## src/rtl/plcj_pkg.sv

```systemverilog
// ----------------------------------------------------------------------------
// plcj_pkg: shared types and constants for the point link constraint jacobian
// fixed point formats, trig polynomial coefficients, register indexes
// ----------------------------------------------------------------------------
package plcj_pkg;

  localparam int FRAC_BITS_DEF = 16;
  localparam int WORD_W        = 32;
  localparam int GAIN_W        = 31;
  localparam int CFG_IDX_W     = 3;

  localparam logic [CFG_IDX_W-1:0] REG_FIRST_AX  = 3'd0;
  localparam logic [CFG_IDX_W-1:0] REG_FIRST_AY  = 3'd1;
  localparam logic [CFG_IDX_W-1:0] REG_SECOND_AX = 3'd2;
  localparam logic [CFG_IDX_W-1:0] REG_SECOND_AY = 3'd3;
  localparam logic [CFG_IDX_W-1:0] REG_SPRING    = 3'd4;
  localparam logic [CFG_IDX_W-1:0] REG_DAMPER    = 3'd5;

  localparam logic [30:0] TRIG_ONE = 31'd1073741824;
  localparam logic [30:0] TRIG_A1  = 31'd1686629713;
  localparam logic [30:0] TRIG_A3  = 31'd693598668;
  localparam logic [30:0] TRIG_A5  = 31'd85569306;
  localparam logic [30:0] TRIG_A7  = 31'd5026996;
  localparam logic [30:0] TRIG_A9  = 31'd172272;

  typedef struct packed {
    logic signed [WORD_W-1:0] first_pos_x;
    logic signed [WORD_W-1:0] first_pos_y;
    logic        [WORD_W-1:0] first_angle;
    logic signed [WORD_W-1:0] first_spin;
    logic signed [WORD_W-1:0] second_pos_x;
    logic signed [WORD_W-1:0] second_pos_y;
    logic        [WORD_W-1:0] second_angle;
    logic signed [WORD_W-1:0] second_spin;
  } in_word_t;

  typedef struct packed {
    logic signed [WORD_W-1:0] error_x;
    logic signed [WORD_W-1:0] error_y;
    logic signed [WORD_W-1:0] jac_first_row0;
    logic signed [WORD_W-1:0] jac_first_row1;
    logic signed [WORD_W-1:0] jac_second_row0;
    logic signed [WORD_W-1:0] jac_second_row1;
    logic signed [WORD_W-1:0] rate_first_row0;
    logic signed [WORD_W-1:0] rate_first_row1;
    logic signed [WORD_W-1:0] rate_second_row0;
    logic signed [WORD_W-1:0] rate_second_row1;
    logic        [GAIN_W-1:0] spring_out;
    logic        [GAIN_W-1:0] damper_out;
  } out_word_t;

  // pipeline step control
  typedef struct packed {
    logic adv;
    logic vld;
  } stg_ctl_t;

  function automatic logic signed [WORD_W-1:0] sat32(input logic signed [40:0] v);
    logic signed [40:0] hi;
    logic signed [40:0] lo;
    hi = 41'sd2147483647;
    lo = -41'sd2147483648;
    if (v > hi) return 32'sh7fffffff;
    else if (v < lo) return 32'sh80000000;
    else return v[WORD_W-1:0];
  endfunction

endpackage

```

## src/rtl/plcj_if.sv

```systemverilog
// ----------------------------------------------------------------------------
// plcj_if: valid/ready channel carrying one word
// source drives valid and payload, sink drives ready
// ----------------------------------------------------------------------------
interface plcj_if #(parameter type word_t = logic) ();
  logic  valid;
  logic  ready;
  word_t data;
  modport source (output valid, output data, input ready);
  modport sink (input valid, input data, output ready);
endinterface

```

## src/rtl/plcj_step.sv

```systemverilog
// ----------------------------------------------------------------------------
// plcj_step: one stage of polynomial step p' = k - (p * z2 >> 30)
// registered, advances with the shared pipeline enable
// ----------------------------------------------------------------------------
module plcj_step (
  input  logic        clk,
  input  logic        en,
  input  logic [30:0] coef,
  input  logic [30:0] p_in,
  input  logic [30:0] z2_in,
  output logic [30:0] p_out
);
  logic [61:0] prod;
  logic [30:0] p_r;

  assign prod  = p_in * z2_in;
  assign p_out = p_r;

  always_ff @(posedge clk) begin
    if (en) begin
      p_r <= coef - prod[60:30];
    end
  end
endmodule

```

## src/rtl/plcj_sine.sv

```systemverilog
// ----------------------------------------------------------------------------
// plcj_sine: pipelined binary angle sine, signed Q2.30
// quadrant fold, z squared, four horner steps, final multiply and clamp
// advances with en
// ----------------------------------------------------------------------------
module plcj_sine (
  input  logic               clk,
  input  logic               en,
  input  logic [31:0]        angle,
  output logic signed [31:0] sine
);
  import plcj_pkg::*;

  localparam int LAT = 7;

  logic [30:0] z_r [LAT-1];
  logic [30:0] z2_r [1:LAT-3];
  logic        neg_r [LAT-1];
  logic [30:0] z_fold;
  logic [61:0] zz;
  logic [30:0] p1, p2, p3, p4;
  logic [61:0] fin;
  logic [30:0] mag;
  logic signed [31:0] sine_r;

  assign z_fold = angle[30] ? (TRIG_ONE - {1'b0, angle[29:0]}) : {1'b0, angle[29:0]};
  assign zz = z_r[0] * z_r[0];

  always_ff @(posedge clk) begin
    if (en) begin
      z_r[0]   <= z_fold;
      neg_r[0] <= angle[31];
      z2_r[1]  <= zz[60:30];
      z_r[1]   <= z_r[0];
      neg_r[1] <= neg_r[0];
      for (int i = 2; i < LAT - 1; i++) begin
        z_r[i] <= z_r[i-1];
      end
      for (int i = 2; i < LAT - 2; i++) begin
        z2_r[i] <= z2_r[i-1];
      end
      for (int i = 2; i < LAT - 1; i++) begin
        neg_r[i] <= neg_r[i-1];
      end
    end
  end

  // horner chain, one step per stage
  plcj_step u_s7 (.clk, .en, .coef(TRIG_A7), .p_in(TRIG_A9), .z2_in(z2_r[1]), .p_out(p1));
  plcj_step u_s5 (.clk, .en, .coef(TRIG_A5), .p_in(p1), .z2_in(z2_r[2]), .p_out(p2));
  plcj_step u_s3 (.clk, .en, .coef(TRIG_A3), .p_in(p2), .z2_in(z2_r[3]), .p_out(p3));
  plcj_step u_s1 (.clk, .en, .coef(TRIG_A1), .p_in(p3), .z2_in(z2_r[4]), .p_out(p4));

  assign fin = p4 * z_r[5];
  assign mag = (fin[61:30] > {1'b0, TRIG_ONE}) ? TRIG_ONE : fin[60:30];

  always_ff @(posedge clk) begin
    if (en) begin
      sine_r <= neg_r[LAT-2] ? -$signed({1'b0, mag}) : $signed({1'b0, mag});
    end
  end

  assign sine = sine_r;
endmodule

```

## src/rtl/plcj_body.sv

```systemverilog
// ----------------------------------------------------------------------------
// plcj_body: rotate one anchor and form its rate terms
// sine/cosine pipes, products, rounding and clamp, rate multiply
// ----------------------------------------------------------------------------
module plcj_body #(
  parameter int FRAC_BITS = plcj_pkg::FRAC_BITS_DEF
) (
  input  logic               clk,
  input  logic               en,
  input  logic [31:0]        angle,
  input  logic signed [31:0] spin,
  input  logic signed [31:0] anc_x,
  input  logic signed [31:0] anc_y,
  output logic signed [33:0] rot_x,
  output logic signed [33:0] rot_y,
  output logic signed [40:0] rate_x,
  output logic signed [40:0] rate_y
);
  import plcj_pkg::*;

  // spin waits for the sine, product and round stages
  localparam int SLAT = 9;
  localparam logic signed [33:0] LIM = 34'sd4294967295;

  logic signed [31:0] s, c;
  logic signed [31:0] w_r [SLAT];
  logic signed [63:0] cx_r, sy_r, sx_r, cy_r;
  logic signed [65:0] rx_sum, ry_sum;
  logic signed [35:0] rx_sh, ry_sh;
  logic signed [33:0] rx_r, ry_r, rx2_r, ry2_r;
  logic signed [66:0] wx, wy;
  logic signed [66:0] wx_r, wy_r;
  logic signed [66:0] wx_sh, wy_sh;

  plcj_sine u_sin (.clk, .en, .angle(angle), .sine(s));
  plcj_sine u_cos (.clk, .en, .angle(angle + 32'h4000_0000), .sine(c));

  assign rx_sum = 66'(cx_r) - 66'(sy_r) + 66'sd536870912;
  assign ry_sum = 66'(sx_r) + 66'(cy_r) + 66'sd536870912;
  assign rx_sh  = 36'(rx_sum >>> 30);
  assign ry_sh  = 36'(ry_sum >>> 30);

  assign wx = 67'(w_r[SLAT-1]) * 67'(rx_r);
  assign wy = 67'(w_r[SLAT-1]) * 67'(ry_r);
  assign wx_sh = (wx_r + (67'sd1 <<< (FRAC_BITS - 1))) >>> FRAC_BITS;
  assign wy_sh = (wy_r + (67'sd1 <<< (FRAC_BITS - 1))) >>> FRAC_BITS;

  always_ff @(posedge clk) begin
    if (en) begin
      w_r[0] <= spin;
      for (int i = 1; i < SLAT; i++) w_r[i] <= w_r[i-1];
      // products
      cx_r <= c * anc_x;
      sy_r <= s * anc_y;
      sx_r <= s * anc_x;
      cy_r <= c * anc_y;
      // round and clamp
      rx_r <= (rx_sh > 36'(LIM)) ? LIM : ((rx_sh < -36'(LIM)) ? -LIM : rx_sh[33:0]);
      ry_r <= (ry_sh > 36'(LIM)) ? LIM : ((ry_sh < -36'(LIM)) ? -LIM : ry_sh[33:0]);
      // rate multiply
      wx_r  <= wx;
      wy_r  <= wy;
      rx2_r <= rx_r;
      ry2_r <= ry_r;
    end
  end

  assign rot_x  = rx2_r;
  assign rot_y  = ry2_r;
  // rate values beyond +/-2^32 saturate, keep sign and clamp range
  assign rate_x = (wx_sh > 67'sd4294967296) ? 41'sd4294967296 :
                  ((wx_sh < -67'sd4294967296) ? -41'sd4294967296 : wx_sh[40:0]);
  assign rate_y = (wy_sh > 67'sd4294967296) ? 41'sd4294967296 :
                  ((wy_sh < -67'sd4294967296) ? -41'sd4294967296 : wy_sh[40:0]);
endmodule

```

## src/rtl/point_link_constraint_jacobian_top.sv

```systemverilog
// ----------------------------------------------------------------------------
// point_link_constraint_jacobian_top: planar pin joint jacobian pipeline
// rotates both anchors, forms position error, jacobian angle columns,
// their derivatives, and echoes the gains
// ----------------------------------------------------------------------------
//  channel | dir | handshake            | word
//  in_     | in  | in_ch valid/ready    | positions, angles, spins of both bodies
//  out_    | out | out_ch valid/ready   | error, jacobian and rate columns, gains
//  cfg_    | in  | cfg_we, no wait      | anchors and gains, index 0..5
//
// one word per cycle while the output is not stalled; the delay from accept
// to out valid is set by the sine pipeline, product, round, rate multiply and output stages
// the whole pipeline advances together whenever the output register is free
// or being taken, so a stall freezes every stage and nothing is lost
// reset clears the valid bits and returns the config registers to their reset values
module point_link_constraint_jacobian_top #(
  parameter int FRAC_BITS = plcj_pkg::FRAC_BITS_DEF
) (
  input  logic                                clk,
  input  logic                                rst_n,
  plcj_if.sink                                in_ch,
  plcj_if.source                              out_ch,
  input  logic                                cfg_we,
  input  logic [plcj_pkg::CFG_IDX_W-1:0]      cfg_idx,
  input  logic [plcj_pkg::WORD_W-1:0]         cfg_data
);
  import plcj_pkg::*;

  localparam int LAT = 11;

  logic signed [31:0] fax_r, fay_r, sax_r, say_r;
  logic [GAIN_W-1:0]  spring_r, damper_r;
  logic [LAT-1:0]     vld_r;
  stg_ctl_t           ctl;
  in_word_t           iw;
  in_word_t           dly_r [LAT-1];
  logic signed [33:0] r1x, r1y, r2x, r2y;
  logic signed [40:0] q1x, q1y, q2x, q2y;
  out_word_t          ow_nxt, ow_r;

  // config registers
  always_ff @(posedge clk) begin
    if (!rst_n) begin
      fax_r <= '0;
      fay_r <= '0;
      sax_r <= '0;
      say_r <= '0;
      spring_r <= GAIN_W'(20 << FRAC_BITS);
      damper_r <= GAIN_W'(2 << FRAC_BITS);
    end else if (cfg_we) begin
      unique case (cfg_idx)
        REG_FIRST_AX:  fax_r <= cfg_data;
        REG_FIRST_AY:  fay_r <= cfg_data;
        REG_SECOND_AX: sax_r <= cfg_data;
        REG_SECOND_AY: say_r <= cfg_data;
        REG_SPRING:    spring_r <= cfg_data[GAIN_W-1:0];
        REG_DAMPER:    damper_r <= cfg_data[GAIN_W-1:0];
        default: ;
      endcase
    end
  end

  // global advance: output slot empty or taken this cycle
  assign ctl.adv = !vld_r[LAT-1] || out_ch.ready;
  assign ctl.vld = in_ch.valid;
  assign in_ch.ready = ctl.adv;
  assign iw = in_ch.data;

  always_ff @(posedge clk) begin
    if (!rst_n) begin
      vld_r <= '0;
    end else if (ctl.adv) begin
      vld_r <= {vld_r[LAT-2:0], ctl.vld};
    end
  end

  // positions ride alongside the math
  always_ff @(posedge clk) begin
    if (ctl.adv) begin
      dly_r[0] <= iw;
      for (int i = 1; i < LAT - 1; i++) dly_r[i] <= dly_r[i-1];
    end
  end

  plcj_body #(.FRAC_BITS(FRAC_BITS)) u_first (
    .clk, .en(ctl.adv), .angle(iw.first_angle), .spin(iw.first_spin),
    .anc_x(fax_r), .anc_y(fay_r), .rot_x(r1x), .rot_y(r1y), .rate_x(q1x), .rate_y(q1y)
  );
  plcj_body #(.FRAC_BITS(FRAC_BITS)) u_second (
    .clk, .en(ctl.adv), .angle(iw.second_angle), .spin(iw.second_spin),
    .anc_x(sax_r), .anc_y(say_r), .rot_x(r2x), .rot_y(r2y), .rate_x(q2x), .rate_y(q2y)
  );

  // final combine and saturate
  always_comb begin
    in_word_t d;
    d = dly_r[LAT-2];
    ow_nxt.error_x = sat32(41'(d.first_pos_x) + 41'(r1x) - 41'(d.second_pos_x) - 41'(r2x));
    ow_nxt.error_y = sat32(41'(d.first_pos_y) + 41'(r1y) - 41'(d.second_pos_y) - 41'(r2y));
    ow_nxt.jac_first_row0   = sat32(-41'(r1y));
    ow_nxt.jac_first_row1   = sat32(41'(r1x));
    ow_nxt.jac_second_row0  = sat32(41'(r2y));
    ow_nxt.jac_second_row1  = sat32(-41'(r2x));
    ow_nxt.rate_first_row0  = sat32(-q1x);
    ow_nxt.rate_first_row1  = sat32(-q1y);
    ow_nxt.rate_second_row0 = sat32(q2x);
    ow_nxt.rate_second_row1 = sat32(q2y);
    ow_nxt.spring_out = spring_r;
    ow_nxt.damper_out = damper_r;
  end

  always_ff @(posedge clk) begin
    if (ctl.adv) ow_r <= ow_nxt;
  end

  assign out_ch.valid = vld_r[LAT-1];
  assign out_ch.data  = ow_r;

  // a held output freezes the whole pipe
  a_hold: assert property (@(posedge clk) disable iff (!rst_n)
    (out_ch.valid && !out_ch.ready) |=> $stable(vld_r) && $stable(ow_r))
    else $error("pipe moved under stall");
  // input ready follows output slot
  a_rdy: assert property (@(posedge clk) disable iff (!rst_n)
    (out_ch.valid && !out_ch.ready) |-> !in_ch.ready)
    else $error("input taken under stall");
  // accepted word reaches the tap one step on
  a_vld0: assert property (@(posedge clk) disable iff (!rst_n)
    (in_ch.valid && in_ch.ready) |=> vld_r[0])
    else $error("valid bit lost");
endmodule
```

## src/flat_wrapper.sv

```systemverilog
// flat-port wrapper written by rule: the top's interface ports become plain ports
module point_link_constraint_jacobian_top_flat import plcj_pkg::*;
#(
  parameter int FRAC_BITS = plcj_pkg::FRAC_BITS_DEF
)
  (clk, rst_n, cfg_we, cfg_idx, cfg_data, in_ch_valid, in_ch_data, in_ch_ready, out_ch_valid, out_ch_data, out_ch_ready);
  plcj_if in_ch_i ();
  plcj_if out_ch_i ();
  input  logic clk;
  input  logic rst_n;
  input  logic cfg_we;
  input  logic [plcj_pkg::CFG_IDX_W-1:0] cfg_idx;
  input  logic [plcj_pkg::WORD_W-1:0] cfg_data;
  input wire logic [$bits(in_ch_i.valid)-1:0] in_ch_valid;
  input wire logic [$bits(in_ch_i.data)-1:0] in_ch_data;
  output wire logic [$bits(in_ch_i.ready)-1:0] in_ch_ready;
  output wire logic [$bits(out_ch_i.valid)-1:0] out_ch_valid;
  output wire logic [$bits(out_ch_i.data)-1:0] out_ch_data;
  input wire logic [$bits(out_ch_i.ready)-1:0] out_ch_ready;
  assign in_ch_i.valid = in_ch_valid;
  assign in_ch_i.data = in_ch_data;
  assign in_ch_ready = in_ch_i.ready;
  assign out_ch_valid = out_ch_i.valid;
  assign out_ch_data = out_ch_i.data;
  assign out_ch_i.ready = out_ch_ready;
  point_link_constraint_jacobian_top #(.FRAC_BITS(FRAC_BITS)) u_core (.clk(clk), .rst_n(rst_n), .in_ch(in_ch_i), .out_ch(out_ch_i), .cfg_we(cfg_we), .cfg_idx(cfg_idx), .cfg_data(cfg_data));
endmodule
```

## config.mk

```make
export PLATFORM = sky130hd
export DESIGN_NAME = point_link_constraint_jacobian_top_flat
export DESIGN_NICKNAME = d
export VERILOG_FILES = /design/src/rtl/plcj_pkg.sv /design/src/rtl/plcj_if.sv /design/src/rtl/plcj_step.sv /design/src/rtl/plcj_sine.sv /design/src/rtl/plcj_body.sv /design/src/rtl/point_link_constraint_jacobian_top.sv /design/src/flat_wrapper.sv
export SDC_FILE = /design/constraint.sdc
export NUM_CORES = 1
export LEC_CHECK = 0
export BUFFER_PORTS_ARGS = -buffer_cell sky130_fd_sc_hd__buf_2
export CAP_MARGIN = 40
export CORE_AREA = 3 3 41 43
export CTS_CLUSTER_DIAMETER = 100
export DETAILED_ROUTE_END_ITERATION = 7
export DIE_AREA = 0 0 44 46
export HOLD_SLACK_MARGIN = 0.08
export PLACE_DENSITY_LB_ADDON = 0.1
export SLEW_MARGIN = 20
export SYNTH_ARGS = -nofsm -noshare
export SYNTH_HDL_FRONTEND = slang
export SYNTH_HIERARCHICAL = 1
export SYNTH_MEMORY_MAX_BITS = 65536
export SYNTH_SLANG_ARGS = --single-unit
```

## constraint.sdc

```tcl
create_clock -name clk -period 1.28 [get_ports clk]
set_input_delay 0.128 -clock clk [delete_from_list [all_inputs] [get_ports clk]]
set_output_delay 0.128 -clock clk [all_outputs]
set_load 0.02 [all_outputs]
```

==> impl_metrics.csv, run 1 <==
group,metric,value,unit
global_route,grt.total_usage,0.101,
layout,syn_to_final_growth,15.1,%
timing,worst_slew_pin_slew,0.193,ns
global_route,grt_max_degree,14,
worst_setup_path,start_kind,"register",
synthesis,synth_top_area_frac,0.454,
clock_tree,cts_setup_buffers,0,
floorplan,dieHeight,46,um
layout,multi_input_area,228,sq um
synthesis,synth-xor-area-share,0,
synthesis,ys_ff_latch,13,
power_and_ir_drop,powerDensity,1150,nW/um^2
clock_tree,clk_pin_slew_worst_paths,0.07,ns
layout,antenna_cells,0,
timing,setup_viol,0,
global_route,grt_pass1_wl,1430,um
timing,grt_setup_unrepaired,"no",
clock_tree,cts_resized,0,
timing,drv_slew,0,
layout,fin_nets,108,
timing,max_freq,844,MHz
power_and_ir_drop,peakVddDrop,0.611,mV
timing,tns,0,ns
drt,ant_nets,0,
synthesis,synth_compound_area_frac,0.229,
worst_setup_path,rr_worst_depth,4,
layout,nFillCells,147,
global_route,grt-ovfl-total,0,
global_route,grt_antenna_before_repair,0,
floorplan,io_pins,44,
hold_path,hold_class,"in2reg",
worst_setup_path,crit_required,1.15,ns
synthesis,synth_top_family_by_area,"compound AO/OA/AOI/OAI gates",
worst_setup_path,r2r-end,"u_core/vld_r[6]",
hold_path,holdPathEnd,"u_core/damper_r[0]",
worst_setup_path,critPathKind,"reg2out",
synthesis,yosys.area.top_type,"dfxtp_1",
worst_setup_path,worstSetupEndpointType,"output pin",
clock_tree,tritoncts,"built",
drt,wl_per_cell,9.91,um
worst_setup_path,r2r_slack,0.37,ns
timing,hold_viol_final,0,
clock_tree,ctsHoldBuffers,0,
hold_path,min_path_cells,3,
drt,drc,0,
clock_tree,cts_buffers,3,
synthesis,yosys.area_share.simple,0.201,
placement,io_buffers,11,
worst_setup_path,worst-path-max-fanout,12,
synthesis,synth_area,529,sq um
placement,gp_congestion,0.612,
drt,num_vias,377,
drt,viasPerCell,4.65,
synthesis,yosys_warnings,6,
clock_tree,clock_path_buffers,2,
synthesis,synth_fa_ha_area_frac,0,
floorplan,die_area,2020,sq um
synthesis,syn_avg_cell_area,9.99,sq um
timing,fin_crit_sh,0.925,
run_status,outcome,"finished, final reports clean",
synthesis,synthMuxAreaShare,0,
worst_setup_path,crit_arrival,1.06,ns
floorplan,num_rows,13,
synthesis,yosysSeqAreaShare,0.511,
clock_tree,htree_levels,1,
drt,drt_iter0_drc,1,
clock_tree,cts.sinks,13,
synthesis,synth_nets,94,
worst_setup_path,r2r_start,"u_core/vld_r[10]",
power_and_ir_drop,p_leak,0.225,nW
timing,finClkSkew,0.00623,ns
flow_run,drv_cap,0,
drt,dr.pass1.iters,2,
drt,routed_wl,803,um
clock_tree,root_buffer,"clkbuf_4",
clock_tree,clkLatencyLatePin,0.27,ns
timing,whs,0.0965,ns
hold_path,min_from,"cfg_data[0]",
floorplan,core_area,1330,sq um
layout,regArea,270,sq um
synthesis,netlist_instances,53,
timing,finalCriticalPeriod,1.18,ns
synthesis,ys_types,13,
layout,drive_gt1_frac,0.394,
global_route,grt_pass1_vias,345,
timing,maxSlewHeadroom,0.871,
synthesis,synth_area_leaders,"dfxtp_1, a21boi_2, nand2_1, edfxtp_1, buf_6",
floorplan,die_w,44,um
floorplan,start_util,0.397,
placement,dpl.hpwl,555,um
sequential cells by signal, summed over array words and instances, names as in the netlist:
| name | cells |
|---|---|
| u_core/damper_r | 1 |
| u_core/out_ch.data | 1 |
| u_core/vld_r | 11 |
per-stage QoR:
step	cell area, sq um	total power, mW	setup WS (ns)	utilization	cells
6_report	609	0.700	0.0956	0.457	81
4_1_cts	609	0.721	0.0638	0.457	81
3_3_place_gp	583	0.461	0.375	0.437	77
2_1_floorplan	529	0.446	0.223	-	53
5_1_grt	609	0.737	0.0145	0.457	81
3_5_place_dp	583	0.462	0.350	0.437	77
layout make-up:
class | instances | area share
repair buffers | 12 | 0.103
multi-input cells | 36 | 0.374
well taps | 15 | 0.0308
flip-flops and latches | 13 | 0.444
clock buffers | 4 | 0.0431
inverters | 1 | 0.00616
worst max-delay path by stage:
stage                           from            endpoint  slack [ns]  cells past startpoint
floorplan           u_core/vld_r[10]  u_core/out_ch.data        0.22                      3
global placement    u_core/vld_r[10]         in_ch_ready        0.38                      3
detailed placement  u_core/vld_r[10]     u_core/vld_r[6]        0.35                      4
global route        u_core/vld_r[10]         in_ch_ready        0.01                      3
CTS                 u_core/vld_r[10]         in_ch_ready        0.06                      3
finish              u_core/vld_r[10]         in_ch_ready         0.1                      3
logic make-up (layout without fill, tap and decap cells):
kind of cell	Yosys count	count (layout)
simple gates	24	24
flops	13	13
compound gates	12	12
buf+inv	4	17
layer usage:
| layer | share of wire | global-route usage | up-vias |
|---|---|---|---|
| li1 | - | - | 201 |
| met1 | 0.48 | 0.114 | 163 |
| met2 | 0.42 | 0.148 | 13 |
| met3 | 0.095 | 0.0593 | 0 |
| met4 | 0 | 0.0542 | 0 |
| met5 | 0 | 0 | - |
synth_stat cells:
| cell | count |
|---|---|
| nor2b_4 | 1 |
| inv_2 | 1 |
| a21boi_0 | 1 |
| nand2_1 | 21 |
| nand3_1 | 1 |
| edfxtp_1 | 1 |
| nand4b_1 | 1 |
| buf_6 | 2 |
| o21a_1 | 1 |
| dfxtp_1 | 12 |
| o21ai_0 | 1 |
| clkbuf_2 | 1 |
| a21boi_2 | 9 |
worst max-delay path: stages (launching register included):
cell and delay, ns:
dfxtp_1 0.31, nor2b_4 0.12, inv_2 0.16, buf_2 0.20
cells in the final DEF, fill, tap and decap left out:
cell	instances
clkbuf_1	1
o21ai_0	1
o21a_1	1
a21boi_0	1
nand3_1	1
buf_2	11
a21boi_2	9
edfxtp_1	1
buf_4	1
nand4b_1	1
nor2b_4	1
dfxtp_1	12
inv_2	1
nand2_1	21
clkbuf_4	3
where the power goes:
part | leakage [nW] | internal (mW) | total (mW) | switching (mW)
registers | 0.110 | 0.415 | 0.418 | 0.00274
logic | 0.101 | 0.0202 | 0.0339 | 0.0137
clock network | 0.0150 | 0.121 | 0.248 | 0.127
No activity file was read; power rests on OpenSTA's default activity.
==> inputs of run 2 (changes only) <==
CORE_AREA = 2 2 40 42   (was 3 3 41 43)
DIE_AREA = 0 0 42 44   (was 0 0 44 46)
==> run 2 against run 1 <==
Compared with the run above:
- clock power barely moved
- core utilization fell by 2.5 points
- hold slack got worse by 0.0016 ns
- combinational power barely moved
- sequential share of layout area fell by 0.27 points
==> impl_metrics.csv, run 2 (same netlist as run 1, synthesis figures left out) <==
group,metric,value,unit
timing,grt_setup_unrepaired,"no",
floorplan,num_rows,14,
hold_path,min_from,"cfg_data[0]",
global_route,grt_max_degree,14,
worst_setup_path,start_kind,"register",
power_and_ir_drop,swShare,0.203,
worst_setup_path,r2r_slack,0.31,ns
power_and_ir_drop,powerDensity,1140,nW/um^2
layout,final_cell_mix,"nand2_1, dfxtp_1, buf_2, a21boi_2, clkbuf_4",
worst_setup_path,critPathKind,"reg2out",
worst_setup_path,crit_chain,"nor2b_4, inv_4, buf_2",
flow_run,drv_cap,0,
timing,finalCriticalPeriod,1.19,ns
placement,place_area,584,sq um
placement,dpl_worst_slack,0.326,ns
power_and_ir_drop,p_leak,0.226,nW
timing,worst_slew_pin_slew,0.183,ns
clock_tree,cts.sinks,13,
layout,stdcell_area,613,sq um
drt,wl_per_cell,9.44,um
layout,final_common_cell,"nand2_1",
layout,antenna_cells,0,
global_route,grt_pass1_vias,308,
timing,worst_slack,0.0927,ns
layout,finalNonFillerCells,82,
layout,fin_nets,108,
floorplan,core_area,1420,sq um
placement,dp.cells,78,
drt,ant_nets,0,
layout,syn_to_final_growth,15.8,%
floorplan,io_pins,44,
hold_path,holdPathEnd,"u_core/damper_r[0]",
worst_setup_path,critPathBufInv,2,
global_route,grt.total_usage,0.0975,
timing,tns,0,ns
placement,dpl.hpwl,545,um
layout,largest_reg_flops,11,
power_and_ir_drop,p_total,0.697,mW
worst_setup_path,rr_worst_depth,4,
power_and_ir_drop,switching_power,0.141,mW
worst_setup_path,worstSetupEndpointType,"output pin",
power_and_ir_drop,power_frac_seq,0.599,
run_status,outcome,"finished, final reports clean",
placement,io_buffers,11,
drt,viasPerCell,4.54,
worst_setup_path,r2r_start,"u_core/vld_r[10]",
timing,setup_viol,0,
drt,drt_iter0_drc,3,
layout,drive_gt1_frac,0.394,
drt,routed_wl,774,um
floorplan,die_area,1850,sq um
timing,max_freq,842,MHz
worst_setup_path,worst-path-max-fanout,12,
timing,fin_crit_sh,0.928,
clock_tree,ctsHoldBuffers,0,
global_route,grt_antenna_before_repair,0,
layout,post-route-util,0.432,
clock_tree,htree_levels,1,
floorplan,die_w,42,um
timing,hold_viol_final,0,
floorplan,start_util,0.373,
clock_tree,root_buffer,"clkbuf_4",
timing,maxSlewHeadroom,0.878,
drt,drc,0,
layout,top_register,"u_core/vld_r",
floorplan,dieHeight,44,um
drt,num_vias,372,
hold_path,min_path_cells,3,
power_and_ir_drop,peakVddDrop,0.546,mV
global_route,grt_pass1_wl,1250,um
clock_tree,tritoncts,"built",
clock_tree,clk_pin_slew_worst_paths,0.08,ns
clock_tree,cts_buffers,3,
timing,whs,0.0948,ns
clock_tree,clock_path_buffers,2,
clock_tree,clkLatencyLatePin,0.27,ns
power_and_ir_drop,clkPwrFrac,0.353,
worst_setup_path,crit_required,1.15,ns
global_route,grt-ovfl-total,0,
power_and_ir_drop,combPwrFrac,0.048,
placement,gp_congestion,0.651,
hold_path,hold_class,"in2reg",
power_and_ir_drop,p_int,0.556,mW
worst_setup_path,cp_slowest_cell,"dfxtp_1",
timing,drv_slew,0,
timing,finClkSkew,0.00271,ns
worst_setup_path,crit_arrival,1.06,ns
drt,dr.pass1.iters,4,
worst_setup_path,cpPeakStageDelay,0.33,ns
worst_setup_path,path_delay_family,"flip-flops",
worst_setup_path,r2r-end,"u_core/vld_r[6]",
## run 2: cell counts in the layout (fill, tap and decap cells not counted)
No cell type changed its count.
## run 2: per-layer routing
metal	routed length, um	global-route usage	share of wire	vias up
li1	-	-	-	198
met1	373	0.111	0.48	164
met2	351	0.138	0.45	8
met3	39	0.0250	0.050	2
met4	9	0.116	0.012	0
met5	0	0	0	-
## run 2: repair_timing
item,in CTS,in global routing
resized for setup,0,1
setup buffers,0,0
hold endpoints to repair,0,0
setup endpoints to repair,0,1
## run 2: layout make-up
type	instances	area, sq um
Timing Repair Buffer	12	62.6
Inverter	1	6.26
Tap cell	16	20.0
Sequential cell	13	270
Clock buffer	4	26.3
Multi-Input combinational cell	36	228
Fill cell	140	806
## run 2: worst max-delay path by stage
stage	from	to	slack, ns	cells past startpoint
finish	u_core/vld_r[10]	in_ch_ready	0.09	3
floorplan	u_core/vld_r[10]	u_core/out_ch.data	0.22	3
global placement	u_core/vld_r[10]	u_core/vld_r[6]	0.35	4
global route	u_core/vld_r[10]	in_ch_ready	0.02	3
CTS	u_core/vld_r[10]	in_ch_ready	0.04	3
detailed placement	u_core/vld_r[10]	u_core/vld_r[6]	0.33	4
## run 2: tightest hold or removal path, stage by stage
cell and delay, ns:
buf_2 0.09, nand2_1 0.04, o21ai_0 0.06
## run 2: power by group through the flow
| stage | sequential (mW) | clock [mW] | combinational, mW |
|---|---|---|---|
| floorplan | 0.428 | 0 | 0.0186 |
| global placement | 0.427 | 0 | 0.0344 |
| detailed placement | 0.427 | 0 | 0.0344 |
| CTS | 0.418 | 0.261 | 0.0344 |
| global route | 0.418 | 0.283 | 0.0371 |
| finish | 0.417 | 0.246 | 0.0337 |
==> inputs of run 3 (changes only) <==
CORE_AREA = 2 2 39 41   (was 2 2 40 42)
CTS_BUF_LIST = sky130_fd_sc_hd__clkbuf_8   (was unset)
DIE_AREA = 0 0 41 43   (was 0 0 42 44)
==> run 3 against run 2 <==
Compared with the run above:
- setup slack better by 0.024 ns
- first-iteration DRC count up 130%
- sequential share of layout area down 2.1 points
- die area is 4.6% lower
- global-route usage is 2.7 points higher
- design area increased by 5.1%
- register-to-register slack lost 0.05 ns
- routed wire length up 6.3%
- total power is 16% higher
- combinational power hardly changed
- clock-buffer cell count fell by 1
- critical path type unchanged
- largest cell class unchanged
- largest power group unchanged
==> impl_metrics.csv, run 3 (same netlist as run 1, synthesis figures left out) <==
group,metric,value,unit
run_status,outcome,"finished, final reports clean",
layout,final_common_cell,"nand2_1",
placement,gp_congestion,0.639,
floorplan,die_w,41,um
clock_tree,cts_resized,0,
global_route,grt-ovfl-total,0,
drt,viasPerCell,4.58,
drt,num_vias,385,
timing,finClkSkew,0.00247,ns
floorplan,dieHeight,43,um
clock_tree,clk_pin_slew_worst_paths,0.06,ns
placement,io_buffers,11,
clock_tree,clkLatencyLatePin,0.24,ns
layout,syn_to_final_growth,21.7,%
timing,worst_slew_pin_slew,0.201,ns
drt,dr.pass1.iters,2,
global_route,grt_max_degree,14,
floorplan,io_pins,44,
worst_setup_path,critPathKind,"reg2out",
drt,routed_wl,823,um
drt,drt_iter0_drc,7,
layout,stdcell_area,644,sq um
timing,max_freq,860,MHz
global_route,grt.total_usage,0.125,
worst_setup_path,cpPeakStageDelay,0.30,ns
global_route,grt_pass1_vias,343,
placement,dpl.hpwl,567,um
worst_setup_path,cp_slowest_cell,"dfxtp_1",
drt,ant_nets,0,
layout,largest_reg_flops,11,
global_route,grt_antenna_before_repair,0,
worst_setup_path,worst-path-max-fanout,12,
power_and_ir_drop,peakVddDrop,0.504,mV
timing,fin_crit_sh,0.909,
clock_tree,tritoncts,"built",
layout,antenna_cells,0,
power_and_ir_drop,p_leak,0.248,nW
floorplan,num_rows,14,
worst_setup_path,crit_arrival,1.03,ns
worst_setup_path,worstSetupEndpointType,"output pin",
drt,wl_per_cell,9.80,um
layout,final_cell_mix,"nand2_1, dfxtp_1, buf_2, a21boi_2",
timing,drv_slew,0,
drt,drc,0,
layout,fin_nets,110,
floorplan,die_area,1760,sq um
layout,drive_gt1_frac,0.412,
placement,place_area,584,sq um
clock_tree,clock_path_buffers,2,
floorplan,start_util,0.382,
timing,maxSlewHeadroom,0.866,
worst_setup_path,start_kind,"register",
timing,finalCriticalPeriod,1.16,ns
timing,tns,0,ns
timing,worst_slack,0.117,ns
worst_setup_path,crit_required,1.15,ns
layout,finalNonFillerCells,84,
layout,top_register,"u_core/vld_r",
floorplan,core_area,1380,sq um
global_route,grt_pass1_wl,1440,um
placement,dp.cells,78,
placement,dpl_worst_slack,0.285,ns
clock_tree,cts_buffers,3,
timing,hold_viol_final,0,
power_and_ir_drop,powerDensity,1260,nW/um^2
timing,whs,0.132,ns
flow_run,drv_cap,0,
clock_tree,cts.sinks,13,
timing,setup_viol,0,
clock_tree,root_buffer,"clkbuf_8",
timing,grt_setup_unrepaired,"no",
worst_setup_path,crit_chain,"nor2b_4, inv_2, buf_2",
clock_tree,htree_levels,1,
hold_path,hold_class,"in2reg",
## run 3: worst paths after layout
path,from,endpoint,slack [ns],depth (start not counted)
setup / recovery,u_core/vld_r[10],in_ch_ready,0.12,3
setup reg to reg,u_core/vld_r[10],u_core/vld_r[6],0.26,5
hold / removal,cfg_data[0],u_core/damper_r[0],0.13,3
hold reg to reg,u_core/damper_r[0],u_core/out_ch.data,0.43,0
## run 3: what timing repair did
item | in CTS | in global routing
setup endpoints to repair | 0 | 1
setup buffers | 0 | 2
hold buffers | 0 | 0
## run 3: per-stage QoR
step / util / power [mW]
after global routing: 0.466 / 0.854
after floorplan: - / 0.446
after detailed placement: 0.422 / 0.462
final: 0.466 / 0.809
after CTS: 0.455 / 0.826
after global placement: 0.422 / 0.462
## run 3: where the power goes
group	total [mW]	switching (mW)	internal, mW
clock	0.356	0.145	0.212
sequential	0.418	0.00265	0.416
combinational	0.0339	0.0137	0.0202
total	0.809	0.161	0.648
## run 3: critical path: cells and delay by family, from the launching register on
family / cells / cell delay, ns
buffers and inverters: 2 / 0.36
flip-flops: 1 / 0.30
AND/OR/NAND/NOR: 1 / 0.13
## run 3: final cells by class
| cell class | count | area [sq um] |
|---|---|---|
| inverters | 1 | 3.75 |
| flip-flops and latches | 13 | 270 |
| well taps | 16 | 20.0 |
| clock buffers | 3 | 41.3 |
| multi-input cells | 36 | 228 |
| clock inverters | 1 | 3.75 |
| repair buffers | 14 | 77.6 |
| fillers | 128 | 739 |
## run 3: layer usage
| layer | vias to the layer above | track usage | routed length [um] |
|---|---|---|---|
| met3 | 0 | 0.0628 | 42 |
| met4 | 0 | 0.0800 | 0 |
| met1 | 171 | 0.177 | 427 |
| met5 | - | 0 | 0 |
| li1 | 203 | - | - |
| met2 | 11 | 0.144 | 353 |
